[config.mk]
export PLATFORM = sky130hd
export DESIGN_NAME = ubfs_div_cell
export DESIGN_NICKNAME = d
export VERILOG_FILES = /design/src/rtl/ubfs_pkg.sv /design/src/rtl/ubfs_div_cell.sv
export SDC_FILE = /design/constraint.sdc
export NUM_CORES = 1
export LEC_CHECK = 0
export BUFFER_PORTS_ARGS = -buffer_cell sky130_fd_sc_hd__buf_2
export CAP_MARGIN = 20
export CORE_AREA = 3 3 124 126
export CTS_BUF_LIST = sky130_fd_sc_hd__clkbuf_8
export CTS_CLUSTER_DIAMETER = 30
export DETAILED_ROUTE_END_ITERATION = 6
export DIE_AREA = 0 0 127 129
export GPL_TIMING_DRIVEN = 0
export PLACE_DENSITY = 0.45
export SLEW_MARGIN = 20
export SYNTH_ARGS = -nofsm -noshare
export SYNTH_HDL_FRONTEND = slang
export SYNTH_SLANG_ARGS = --single-unit
[constraint.sdc]
create_clock -name clk -period 3.15 [get_ports clk]
set_input_delay 0.4725 -clock clk [delete_from_list [all_inputs] [get_ports clk]]
set_output_delay 0.4725 -clock clk [all_outputs]
set_load 0.05 [all_outputs]
[src/rtl/ubfs_pkg.sv]
// shared types and constants for the uart baud and frame set-up block
`default_nettype none
package ubfs_pkg;

  localparam int unsigned SLOW_HZ     = 32768;
  localparam int unsigned FAST_HZ     = 1000000;
  localparam int unsigned SLOW_MAX    = 9600;
  localparam int unsigned MIN_BAUD    = 300;
  localparam int unsigned MAX_BAUD    = 115200;
  localparam int unsigned PERCENT     = 100;

  localparam int BAUD_W  = 17;
  localparam int PCT_W   = 24;   // 100 * baud
  localparam int REM_W   = 20;   // dividend of the divisor chain
  localparam int QUO_W   = 7;    // divisor never exceeds 109
  localparam int CNT_W   = 10;   // clocks counted over up to eight bits
  localparam int SUM_W   = 4;
  localparam int PROD_W  = 34;   // 100 * baud * count
  localparam int STEPS   = 8;

  // floor(y / 15625) == (y * RECIP) >> RECIP_SH for y < 2**28
  localparam int          RED_W    = 28;
  localparam int          RECIP_W  = 29;
  localparam int          RECIP_SH = 42;
  localparam logic [RECIP_W-1:0] RECIP = 29'd281474977;
  localparam int          WIDE_W   = RED_W + RECIP_W;
  localparam int          QT_W     = PROD_W - 15;   // quotient width

  // parity letters
  localparam logic [7:0] CH_N_LO = 8'h6e;
  localparam logic [7:0] CH_N_UP = 8'h4e;
  localparam logic [7:0] CH_P_LO = 8'h70;
  localparam logic [7:0] CH_P_UP = 8'h50;
  localparam logic [7:0] CH_O_LO = 8'h6f;
  localparam logic [7:0] CH_O_UP = 8'h4f;

  typedef struct packed {
    logic [BAUD_W-1:0] baud;
    logic [PCT_W-1:0]  pct;
    logic              fast;
    logic              ok;
    logic              pen;
    logic              pev;
    logic              eight;
    logic              two;
    logic              port;
  } item_t;

endpackage
`default_nettype wire

[src/rtl/ubfs_div_cell.sv]
// one restoring step of the clock / baud divider chain
`default_nettype none
module ubfs_div_cell #(
  parameter int SHIFT = 0
) (
  input  wire                            clk,
  input  wire                            rst,
  input  wire                            en,
  input  wire                            in_valid,
  input  ubfs_pkg::item_t                in_item,
  input  wire [ubfs_pkg::REM_W-1:0]      in_rem,
  input  wire [ubfs_pkg::QUO_W-1:0]      in_quo,
  output logic                           out_valid,
  output ubfs_pkg::item_t                out_item,
  output logic [ubfs_pkg::REM_W-1:0]     out_rem,
  output logic [ubfs_pkg::QUO_W-1:0]     out_quo
);

  localparam int CMP_W = ubfs_pkg::BAUD_W + ubfs_pkg::QUO_W;

  logic [CMP_W-1:0] shifted;
  logic             fits;

  assign shifted = CMP_W'(in_item.baud) << SHIFT;
  assign fits    = CMP_W'(in_rem) >= shifted;

  always_ff @(posedge clk) begin
    if (rst) begin
      out_valid <= 1'b0;
    end else if (en) begin
      out_valid <= in_valid;
    end
  end

  always_ff @(posedge clk) begin
    if (en) begin
      out_item <= in_item;
      out_rem  <= fits ? ubfs_pkg::REM_W'(CMP_W'(in_rem) - shifted) : in_rem;
      out_quo  <= in_quo | (ubfs_pkg::QUO_W'(fits) << SHIFT);
    end
  end

endmodule
`default_nettype wire

==> flow_summary_export.csv <==
group,metric,value,unit
timing,setup_viol,0,
floorplanning,io-pin-count,155,
global_routing,met2_usage,0.186,
clock_network,cts_resized,0,
yosys,synth_edf_count,75,
global_routing,grt_pass1_vias,2795,
clock_network,cts-root-buf,"clkbuf_8",
clock_network,cts.clk_slew.worst_paths,0.08,ns
yosys,synth_flop_cell,"edfxtp_1",
clock_network,clk_latency,0.35,ns
yosys,netlist_area,0.00359,mm²
layout,n_antenna_cell,0,
global_routing,grt.total_usage,0.119,
power_and_ir_drop,power.density,576,mW/mm²
drt,drc_errors,0,
layout,stdcell_count,632,
clock_network,clock_path_buffers,2,
drt,routedWlPerCell,15.4,µm
placed_design,place.gp.congestion,0.846,
drt,via_count,2784,
hold_path,hp-class,"in -> reg",
timing,maxSlewHeadroom,0.554,
global_routing,grt_overflow,0,
layout,finalNetCount,541,
timing,rsz0062_at_grt,"no",
hold_path,min_delay_path_depth,2,
yosys,yosys_warnings,0,
global_routing,grt_pass1_wl,14900,µm
setup_path,r2r_setup_slack,2.57,ns
global_routing,busiest_layer,"met2",
floorplanning,die-area,0.0164,mm²
floorplanning,placeableCoreArea,0.0144,mm²
yosys,synth_cell_types,47,
hold_path,holdPathEnd,"out_valid",
yosys,synth_seq_area_share,0.632,
clock_network,cts_sinks,76,
drt,dr.pass1.iters,4,
clock_network,cts_tree,"yes",
drt,ant_nets,0,
drt,wl,9710,µm
yosys,synth_area_leaders,"edfxtp_1 63%, ha_1 5.9%, a21oi_1 3.6%",
yosys,synth_seq_cells,76,
global_routing,antenna_found_initial,0,
layout,layout-drive-gt1-share,0.397,
setup_path,critPathKind,"in -> reg",
timing,whs,0.265,ns
placed_design,port_buffers,154,
setup_path,required,3.23,ns
timing,skew,0,ns
placed_design,dp.cells,617,
power_and_ir_drop,power.total,2.77,mW
yosys,synth_nets,375,
drt,viasPerCell,4.41,
clock_network,cts_hold_buffers,0,
timing,fin_crit_sh,0.865,
run,max-cap-violations,0,
setup_path,arrival,2.81,ns
global_routing,grt_max_degree,45,
floorplanning,dieWidth,127,µm
run_status,outcome,"completed",
global_routing,met3_usage,0.0403,
layout,utilization,0.333,
clock_network,post_cts_buffers,0,
setup_path,worstReg2RegEnd,"out_valid",
yosys,yosysTopAreaCell,"edfxtp_1",
layout,area_growth_syn_to_layout,33.7,%
timing,hold_viol,0,
power_and_ir_drop,leakage,2.10,nW
timing,tns,0,ns
yosys,syn_area_per_cell,12.9,µm²
timing,fmax,367,MHz
floorplanning,die_h,129,µm
hold_path,min-delay-start,"rst",
floorplanning,start_util,0.249,
drt,drt-initial-drc-count,196,
setup_path,critical_path.endpoint_type,"flop",
setup_path,crit_path_max_fanout,10,
yosys,syn-instance-count,278,
placed_design,place.detailed.hpwl,7470,µm
floorplanning,rows,44,
yosys,synth_top_area_share,0.627,
clock_network,ctsHtreeMaxLevel,3,
layout,n_fill_cell,1523,
timing,min_period,2.73,ns
timing,tightest_slew,0.661,ns
global_routing,met1_usage,0.152,
yosys,async_flop_share,0,
setup_path,cp-start-kind,"input port",
setup_path,timing.rr.start,"out_valid",
timing,drv_slew,0,
power_and_ir_drop,irDropWorstVdd,0.166,mV
clock_network,cts_buffers,9,
setup_path,r2r_cells,2,
==> critical path: stages <==
cell and delay, ns:
buf_2 0.09, inv_1 0.04, ha_1 0.30, buf_6 0.14, and3_1 0.16, buf_2 0.16, a22oi_2 0.16, or3b_1 0.42
a311o_1 0.36, clkbuf_1 0.30, nor2_1 0.16, a21oi_1 0.05
==> synth_stat cells (all sizes together), types with 2 or more instances <==
library cell	instances
a311oi	3
mux2i	2
a21oi	26
xor2	6
clkbuf	7
o21ai	11
mux2	4
o31ai	3
edfxtp	75
o211ai	3
a21o	9
nand2	15
nand2b	3
nand4	3
ha	17
nor3	3
inv	21
o31a	2
nand3	8
nor2	20
a211o	2
a211oi	4
buf	4
o21a	4
xnor2	5
==> metrics by stage <==
stage | setup slack [ns] | cell area [µm²]
finish | 0.424 | 4810
global route | 0.244 | 4810
CTS | 0.442 | 4810
detailed placement | 0.0544 | 4620
global placement | 0.0332 | 4590
floorplan | 0.413 | 3590
==> worst max-delay path by stage <==
stage / startpoint / endpoint / slack (ns)
floorplan: in_item[46] / out_rem[11] / 0.41
global placement: in_item[46] / out_rem[16] / 0.03
detailed placement: in_item[46] / out_rem[16] / 0.05
CTS: in_item[46] / out_rem[16] / 0.44
global route: in_rem[0] / out_rem[0] / 0.24
finish: in_item[46] / out_rem[14] / 0.42
==> power by group <==
group	total (mW)	switching, mW	internal [mW]
combinational	0.793	0.575	0.218
sequential	1.25	0.0221	1.23
clock	0.724	0.369	0.355
==> cell families after synthesis <==
group	count (synthesis)	share of synthesized area
simple gates	58	0.0735
fa+ha+maj	18	0.0648
buf+inv	32	0.0390
compound gates	77	0.143
xor+xnor	11	0.0268
flops	76	0.632
mux	6	0.0202
==> flip-flops by register name, indices dropped and copies added, names as in the netlist <==
signal and flops:
out_valid 1, out_quo 7, out_item 48, out_rem 20
==> final cells by class <==
class,instances,area (µm²),area share
clock buffers,9,124,0.0258
clock inverters,6,57.6,0.0120
well taps,184,230,0.0479
plain buffers,11,61.3,0.0128
repair buffers,155,801,0.167
inverters,21,78.8,0.0164
flip-flops and latches,76,2270,0.473
multi-input cells,170,1180,0.246
==> layer usage <==
metal / wire [µm] / part of all wire
met5: 0 / 0
met4: 214 / 0.022
met3: 751 / 0.077
met2: 4490 / 0.46
met1: 4260 / 0.44
==> layout by cell type, fill, tap and decap left out, types with 3 or more instances in the layout <==
master	count
ha_1	17
xor2_1	6
buf_2	154
clkbuf_8	9
o211ai_1	3
xnor2_1	5
a21o_1	9
a211oi_1	4
inv_1	22
o21ai_0	11
clkbuf_1	7
nand2_1	15
a21oi_1	26
edfxtp_1	75
nor3_1	3
o31ai_1	3
nand4_1	3
o21a_1	4
nor2_1	20
nand2b_1	3
nand3_1	8
Power figures use the tool's default switching activity.
