**src/rtl/ubfs_pkg.sv**
```systemverilog
// shared types and constants for the uart baud and frame set-up block
`default_nettype none
package ubfs_pkg;

  localparam int unsigned SLOW_HZ     = 32768;
  localparam int unsigned FAST_HZ     = 1000000;
  localparam int unsigned SLOW_MAX    = 9600;
  localparam int unsigned MIN_BAUD    = 300;
  localparam int unsigned MAX_BAUD    = 115200;
  localparam int unsigned PERCENT     = 100;

  localparam int BAUD_W  = 17;
  localparam int PCT_W   = 24;   // 100 * baud
  localparam int REM_W   = 20;   // dividend of the divisor chain
  localparam int QUO_W   = 7;    // divisor never exceeds 109
  localparam int CNT_W   = 10;   // clocks counted over up to eight bits
  localparam int SUM_W   = 4;
  localparam int PROD_W  = 34;   // 100 * baud * count
  localparam int STEPS   = 8;

  // floor(y / 15625) == (y * RECIP) >> RECIP_SH for y < 2**28
  localparam int          RED_W    = 28;
  localparam int          RECIP_W  = 29;
  localparam int          RECIP_SH = 42;
  localparam logic [RECIP_W-1:0] RECIP = 29'd281474977;
  localparam int          WIDE_W   = RED_W + RECIP_W;
  localparam int          QT_W     = PROD_W - 15;   // quotient width

  // parity letters
  localparam logic [7:0] CH_N_LO = 8'h6e;
  localparam logic [7:0] CH_N_UP = 8'h4e;
  localparam logic [7:0] CH_P_LO = 8'h70;
  localparam logic [7:0] CH_P_UP = 8'h50;
  localparam logic [7:0] CH_O_LO = 8'h6f;
  localparam logic [7:0] CH_O_UP = 8'h4f;

  typedef struct packed {
    logic [BAUD_W-1:0] baud;
    logic [PCT_W-1:0]  pct;
    logic              fast;
    logic              ok;
    logic              pen;
    logic              pev;
    logic              eight;
    logic              two;
    logic              port;
  } item_t;

endpackage
`default_nettype wire

```
**src/rtl/ubfs_mod_cell.sv**
```systemverilog
// one modulation bit: error with and without an extra clock, three stages
`default_nettype none
module ubfs_mod_cell #(
  parameter int STEP = 0
) (
  input  wire                            clk,
  input  wire                            rst,
  input  wire                            en,
  input  wire                            in_valid,
  input  ubfs_pkg::item_t                in_item,
  input  wire [ubfs_pkg::QUO_W-1:0]      in_div,
  input  wire [ubfs_pkg::CNT_W-1:0]      in_acc,
  input  wire [ubfs_pkg::SUM_W-1:0]      in_sum,
  input  wire [ubfs_pkg::STEPS-1:0]      in_mask,
  output logic                           out_valid,
  output ubfs_pkg::item_t                out_item,
  output logic [ubfs_pkg::QUO_W-1:0]     out_div,
  output logic [ubfs_pkg::CNT_W-1:0]     out_acc,
  output logic [ubfs_pkg::SUM_W-1:0]     out_sum,
  output logic [ubfs_pkg::STEPS-1:0]     out_mask
);

  localparam int E_W = ubfs_pkg::QT_W + 1;
  localparam logic [E_W-1:0] IDEAL = E_W'(ubfs_pkg::PERCENT * (STEP + 1));

  // stage a: clock count and both products
  logic                          a_valid;
  ubfs_pkg::item_t               a_item;
  logic [ubfs_pkg::QUO_W-1:0]    a_div;
  logic [ubfs_pkg::CNT_W-1:0]    a_cnt;
  logic [ubfs_pkg::SUM_W-1:0]    a_sum;
  logic [ubfs_pkg::STEPS-1:0]    a_mask;
  logic [ubfs_pkg::PROD_W-1:0]   a_p0, a_p1;
  // stage b: reciprocal products for the fast clock, shifts for the slow one
  logic                          b_valid;
  ubfs_pkg::item_t               b_item;
  logic [ubfs_pkg::QUO_W-1:0]    b_div;
  logic [ubfs_pkg::CNT_W-1:0]    b_cnt;
  logic [ubfs_pkg::SUM_W-1:0]    b_sum;
  logic [ubfs_pkg::STEPS-1:0]    b_mask;
  logic [ubfs_pkg::WIDE_W-1:0]   b_m0, b_m1;
  logic [ubfs_pkg::QT_W-1:0]     b_s0, b_s1;

  logic [ubfs_pkg::CNT_W-1:0]    cnt;
  logic [ubfs_pkg::PROD_W-1:0]   p0;
  logic [ubfs_pkg::QT_W-1:0]     q0, q1;
  logic [E_W-1:0]                e0, e1, a0, a1;
  logic                          better;

  assign cnt = in_acc + ubfs_pkg::CNT_W'(in_div);
  assign p0  = ubfs_pkg::PROD_W'(in_item.pct) * ubfs_pkg::PROD_W'(cnt);

  assign q0 = b_item.fast ? ubfs_pkg::QT_W'(b_m0 >> ubfs_pkg::RECIP_SH) : b_s0;
  assign q1 = b_item.fast ? ubfs_pkg::QT_W'(b_m1 >> ubfs_pkg::RECIP_SH) : b_s1;
  assign e0 = E_W'(q0) - IDEAL;
  assign e1 = E_W'(q1) - IDEAL;
  assign a0 = e0[E_W-1] ? E_W'(-e0) : e0;
  assign a1 = e1[E_W-1] ? E_W'(-e1) : e1;
  assign better = a1 < a0;

  always_ff @(posedge clk) begin
    if (rst) begin
      a_valid   <= 1'b0;
      b_valid   <= 1'b0;
      out_valid <= 1'b0;
    end else if (en) begin
      a_valid   <= in_valid;
      b_valid   <= a_valid;
      out_valid <= b_valid;
    end
  end

  always_ff @(posedge clk) begin
    if (en) begin
      a_item <= in_item;
      a_div  <= in_div;
      a_cnt  <= cnt;
      a_sum  <= in_sum;
      a_mask <= in_mask;
      a_p0   <= p0;
      a_p1   <= p0 + ubfs_pkg::PROD_W'(in_item.pct);

      b_item <= a_item;
      b_div  <= a_div;
      b_cnt  <= a_cnt;
      b_sum  <= a_sum;
      b_mask <= a_mask;
      b_m0   <= ubfs_pkg::WIDE_W'(a_p0[ubfs_pkg::PROD_W-1:6]) *
                ubfs_pkg::WIDE_W'(ubfs_pkg::RECIP);
      b_m1   <= ubfs_pkg::WIDE_W'(a_p1[ubfs_pkg::PROD_W-1:6]) *
                ubfs_pkg::WIDE_W'(ubfs_pkg::RECIP);
      b_s0   <= a_p0[ubfs_pkg::PROD_W-1:15];
      b_s1   <= a_p1[ubfs_pkg::PROD_W-1:15];

      out_item <= b_item;
      out_div  <= b_div;
      out_acc  <= b_cnt + ubfs_pkg::CNT_W'(better);
      out_sum  <= b_sum + ubfs_pkg::SUM_W'(better);
      out_mask <= b_mask | (ubfs_pkg::STEPS'(better) << STEP);
    end
  end

endmodule
`default_nettype wire

```
**config.mk**
```make
export PLATFORM = sky130hd
export DESIGN_NAME = ubfs_mod_cell
export DESIGN_NICKNAME = d
export VERILOG_FILES = /design/src/rtl/ubfs_pkg.sv /design/src/rtl/ubfs_mod_cell.sv
export SDC_FILE = /design/constraint.sdc
export NUM_CORES = 2
export LEC_CHECK = 0
export BUFFER_PORTS_ARGS = -buffer_cell sky130_fd_sc_hd__clkbuf_2
export CELL_PAD_IN_SITES_DETAIL_PLACEMENT = 1
export CELL_PAD_IN_SITES_GLOBAL_PLACEMENT = 1
export CORE_UTILIZATION = 58
export CTS_BUF_LIST = sky130_fd_sc_hd__clkbuf_2 sky130_fd_sc_hd__clkbuf_4 sky130_fd_sc_hd__clkbuf_8
export CTS_CLUSTER_SIZE = 25
export DETAILED_ROUTE_END_ITERATION = 7
export PLACE_DENSITY = 0.95
export SYNTH_ARGS = -nofsm -noshare
export SYNTH_HDL_FRONTEND = slang
export SYNTH_SLANG_ARGS = --single-unit
```
**constraint.sdc**
```tcl
create_clock -name clk -period 20.4 [get_ports clk]
set_input_delay 2.04 -clock clk [delete_from_list [all_inputs] [get_ports clk]]
set_output_delay 2.04 -clock clk [all_outputs]
set_load 0.01 [all_outputs]
```
==> run summary <==
The flow ran to the end, but the final reports show violations. The final reports fail on design-rule violations. The vertical die dimension is ~280 um. The worst path uses about three fifths of the clock period. After synthesis, the cell types taking the most area are sky130_fd_sc_hd__fa_1 32%, sky130_fd_sc_hd__edfxtp_1 24%, sky130_fd_sc_hd__ha_1 19%. The clock latency of the later-clocked register in the worst-skew pair came out at around 0.76 ns. The initial core utilization is between 50% and 60%. TritonCTS built the clock tree. The number of max-cap violations is 0. The data required time of the critical path came out at approximately 21 ns. The arithmetic-cell share of the synthesized area counting full adders, half adders and majority gates came out at 50.8%. Broken down by cell family, the worst path's largest delay share belongs to adder cells. The area of the die is between 70,000 and 80,000 um^2. In this run the worst path has a maximum fanout of 25.

Of the synthesized area, sequential elements account for 24.2%. For this run the aggregate overflow at the end of global routing stands at 0. The number of buffers and inverters on the critical path is 8. The share of cell area taken by muxes after synthesis came out at less than 1%. The total number of yosys warnings came out at 0. The number of rows created at floorplan is 100.

The total I/O pin count is ~160. STA classifies the critical path endpoint as a flip-flop. The total via count in the routed design is ~35k. Setup repair after global routing left no endpoint under its margin. The sequential standard cell area came out at about 11,000 um^2. The worst pin sits at a relative slew slack of 17.5%. The DRC violation total after the first TritonRoute iteration is about 3.6k. Entering global routing, the biggest net connects ~170 pins. The initial antenna violation count came out at 17. The number of detailed-route iterations in the first pass is 8. In this run, distinct cell masters in the synthesized netlist total 84.

The post-synth net total came out at around 5.4k. The global-route usage over all layers came out at 47.4%. Static timing analysis puts the maximum clock frequency at around 84 MHz. The setup slack after layout is around 8.5 ns. The library cells used most frequently in the layout, excluding fill and tap cells, are 1,011 x sky130_fd_sc_hd__inv_1, 701 x sky130_fd_sc_hd__fa_1, 676 x sky130_fd_sc_hd__ha_1. The final weighted congestion in routability-driven placement came out at 0.986. The post-synthesis average cell area came out at roughly 11 um^2. The pre-CTS worst setup slack came out at between 8 and 9 ns. The number of buffers inserted during clock tree synthesis came out at 61.

The register clock-pin slew on the reported worst setup and hold paths came out at 0.08 ns. The total number of H-tree levels came out at 2. The area growth from synthesis to layout is 7.48%. The layout cell share with drive strength beyond 1 came out at under 10%.

The final hold violation count is 0. The first-pass GRT wire length came out at around 260,000 um. In the final layout, the multi-input gates occupy 29,500 um^2. The critical path is of the in2reg type.

The worst hold path belongs to the class reg2reg. Of the total synthesized cell area, the portion taken by XOR and XNOR cells is 2.56%. The clock sink total came out at about 360. The final clock skew is roughly 0.052 ns. At the worst endpoint, the arrival time is 12.31 ns.

The share of flip-flops with an asynchronous set or reset after synthesis came out at 0%. Leaving out fill and tap cells, the most frequent cell in the layout is sky130_fd_sc_hd__inv_1. The count of nets after finishing came out at approximately 5.6k.

The post-synthesis simple-gate area fraction is under 10%. The synthesis-stage register bit count is about 360. The synthesized-area fraction occupied by ao, oa, aoi and oai cells is slightly below 6%.

After detailed routing, the number of vias per cell comes to 6.72. The number of setup buffers added after CTS came out at 0. The minimum clock period is around 12 ns. The fraction of post-synthesis cell area in the top cell type by area came out at between 30% and 40%. From left edge to right edge, the die measures 278 um. The average wire per standard cell is 34.8 um.

The number of setup violations in the final report is 0. The residual DRC count is 7. For this run, the leading register cell type out of synthesis is sky130_fd_sc_hd__edfxtp_1. The cell area after synthesis is ~44,000 um^2. The cell sitting at the root of the clock tree is a sky130_fd_sc_hd__clkbuf_8. The final wirelength came out at 180,000 um. The post-cts hold buffer count is 0. The count of port buffers added during placement is 158. The estimated wirelength of the detail-placed design came out at 119,000 um.

The post-cts sizing count came out at 0. On the critical path, the stage with the largest delay is an instance of sky130_fd_sc_hd__fa_1. The number of routed nets with antenna violations is 0. The setup TNS after final layout came out at 0 ns.

On the worst path, the slowest cell contributes a delay of ~0.54 ns. The number of synthesized flops with an enable pin is about 360. The post-synthesis cell count is 3,944. The dominant combinational cell family by area after synthesis is adder cells. For the pin with the worst max-slew slack, the measured transition is ~1.2 ns. No sink is reached through more buffers than the 3 on the longest clock path. The max-slew violation total from the final report is 0.

The dominant cell type by area after synthesis is sky130_fd_sc_hd__fa_1. The via count of the first global-routing pass is approximately 40k. The fill cell instance count of the final layout came out at ~7.7k. The worst setup path is launched from an input port. The core area came out at approximately 75,000 um^2.
[cells by family (layout without fill, tap and decap cells)]
kind of cell | count (synthesis) | after routing
buffers and inverters | 1068 | 1299
AO/OA/AOI/OAI | 382 | 382
XOR/XNOR | 126 | 126
adder cells (fa/ha/maj) | 1377 | 1377
other | 2 | 17
multiplexers | 30 | 30
flip-flops | 358 | 358
AND/OR/NAND/NOR | 601 | 601
[metal layers]
layer,part of all wire [%],GRT usage (%)
met5,0.087,1.38
met4,12,44.8
met3,11,18.0
met2,47,76.2
met1,30,46.9
[state kept, by name, indices dropped and copies added, names as in the netlist, 7 cells and up]
name / count
b_mask: 8
b_m1: 15
b_cnt: 10
b_item: 48
b_s1: 19
out_mask: 8
b_div: 7
a_p1: 28
a_mask: 8
a_cnt: 10
a_div: 7
out_div: 7
out_item: 48
out_acc: 10
a_p0: 28
b_s0: 19
a_item: 48
b_m0: 15
[synthesized netlist by cell type (33+ instances only)]
master	number
sky130_fd_sc_hd__inv_1	1011
sky130_fd_sc_hd__fa_1	701
sky130_fd_sc_hd__ha_1	676
sky130_fd_sc_hd__edfxtp_1	355
sky130_fd_sc_hd__nand2_1	197
sky130_fd_sc_hd__and2_1	127
sky130_fd_sc_hd__a21oi_1	106
sky130_fd_sc_hd__nor2_1	99
sky130_fd_sc_hd__xnor2_1	80
sky130_fd_sc_hd__a21o_1	67
sky130_fd_sc_hd__o21ai_0	55
sky130_fd_sc_hd__xor2_1	42
sky130_fd_sc_hd__nor3_1	36
sky130_fd_sc_hd__nand3_1	33
[path summary, 6_finish.rpt]
kind                   startpoint                      to  slack (ns)  cells after the start
max reg2reg    a_p0[14]$_DFFE_PP_      b_m0[55]$_DFFE_PP_       10.73                     22
min          b_item[21]$_DFFE_PP_  out_item[21]$_DFFE_PP_        0.36                      0
min reg2reg  b_item[21]$_DFFE_PP_  out_item[21]$_DFFE_PP_        0.36                      0
max                     in_div[0]      a_p1[23]$_DFFE_PP_        8.54                     41
[area by class of cell]
cell class	count	area share, %
multi-input combinational	2518	62.1
sequential	358	22.5
inverter	1012	7.99
antenna	15	0.0789
tap	969	2.55
clock buffer	81	2.15
clock inverter	32	0.616
timing repair buffer	174	1.96
[worst register-to-register path, delay by kind of cell, from the launching register on]
| family | cells | cell delay, ns |
|---|---|---|
| simple gates | 4 | 1.23 |
| xor+xnor | 1 | 0.18 |
| buf+inv | 4 | 0.67 |
| flops | 1 | 0.84 |
| compound gates | 5 | 2.19 |
| fa+ha+maj | 8 | 4.34 |
[through the flow]
step	hold WS [ns]	cell area, um^2	std cells	util, %
global placement	0.400	46200	5031	61.6
global route	0.384	47500	5149	63.4
detailed placement	0.405	46200	5031	61.6
finish	0.364	47500	5159	63.4
floorplan	0.400	44200	3944	-
CTS	0.352	47500	5144	63.4
Power is left out: the tool's default activity adds up to more than one toggle a clock period on the data nets, which glitch-free logic cannot reach.
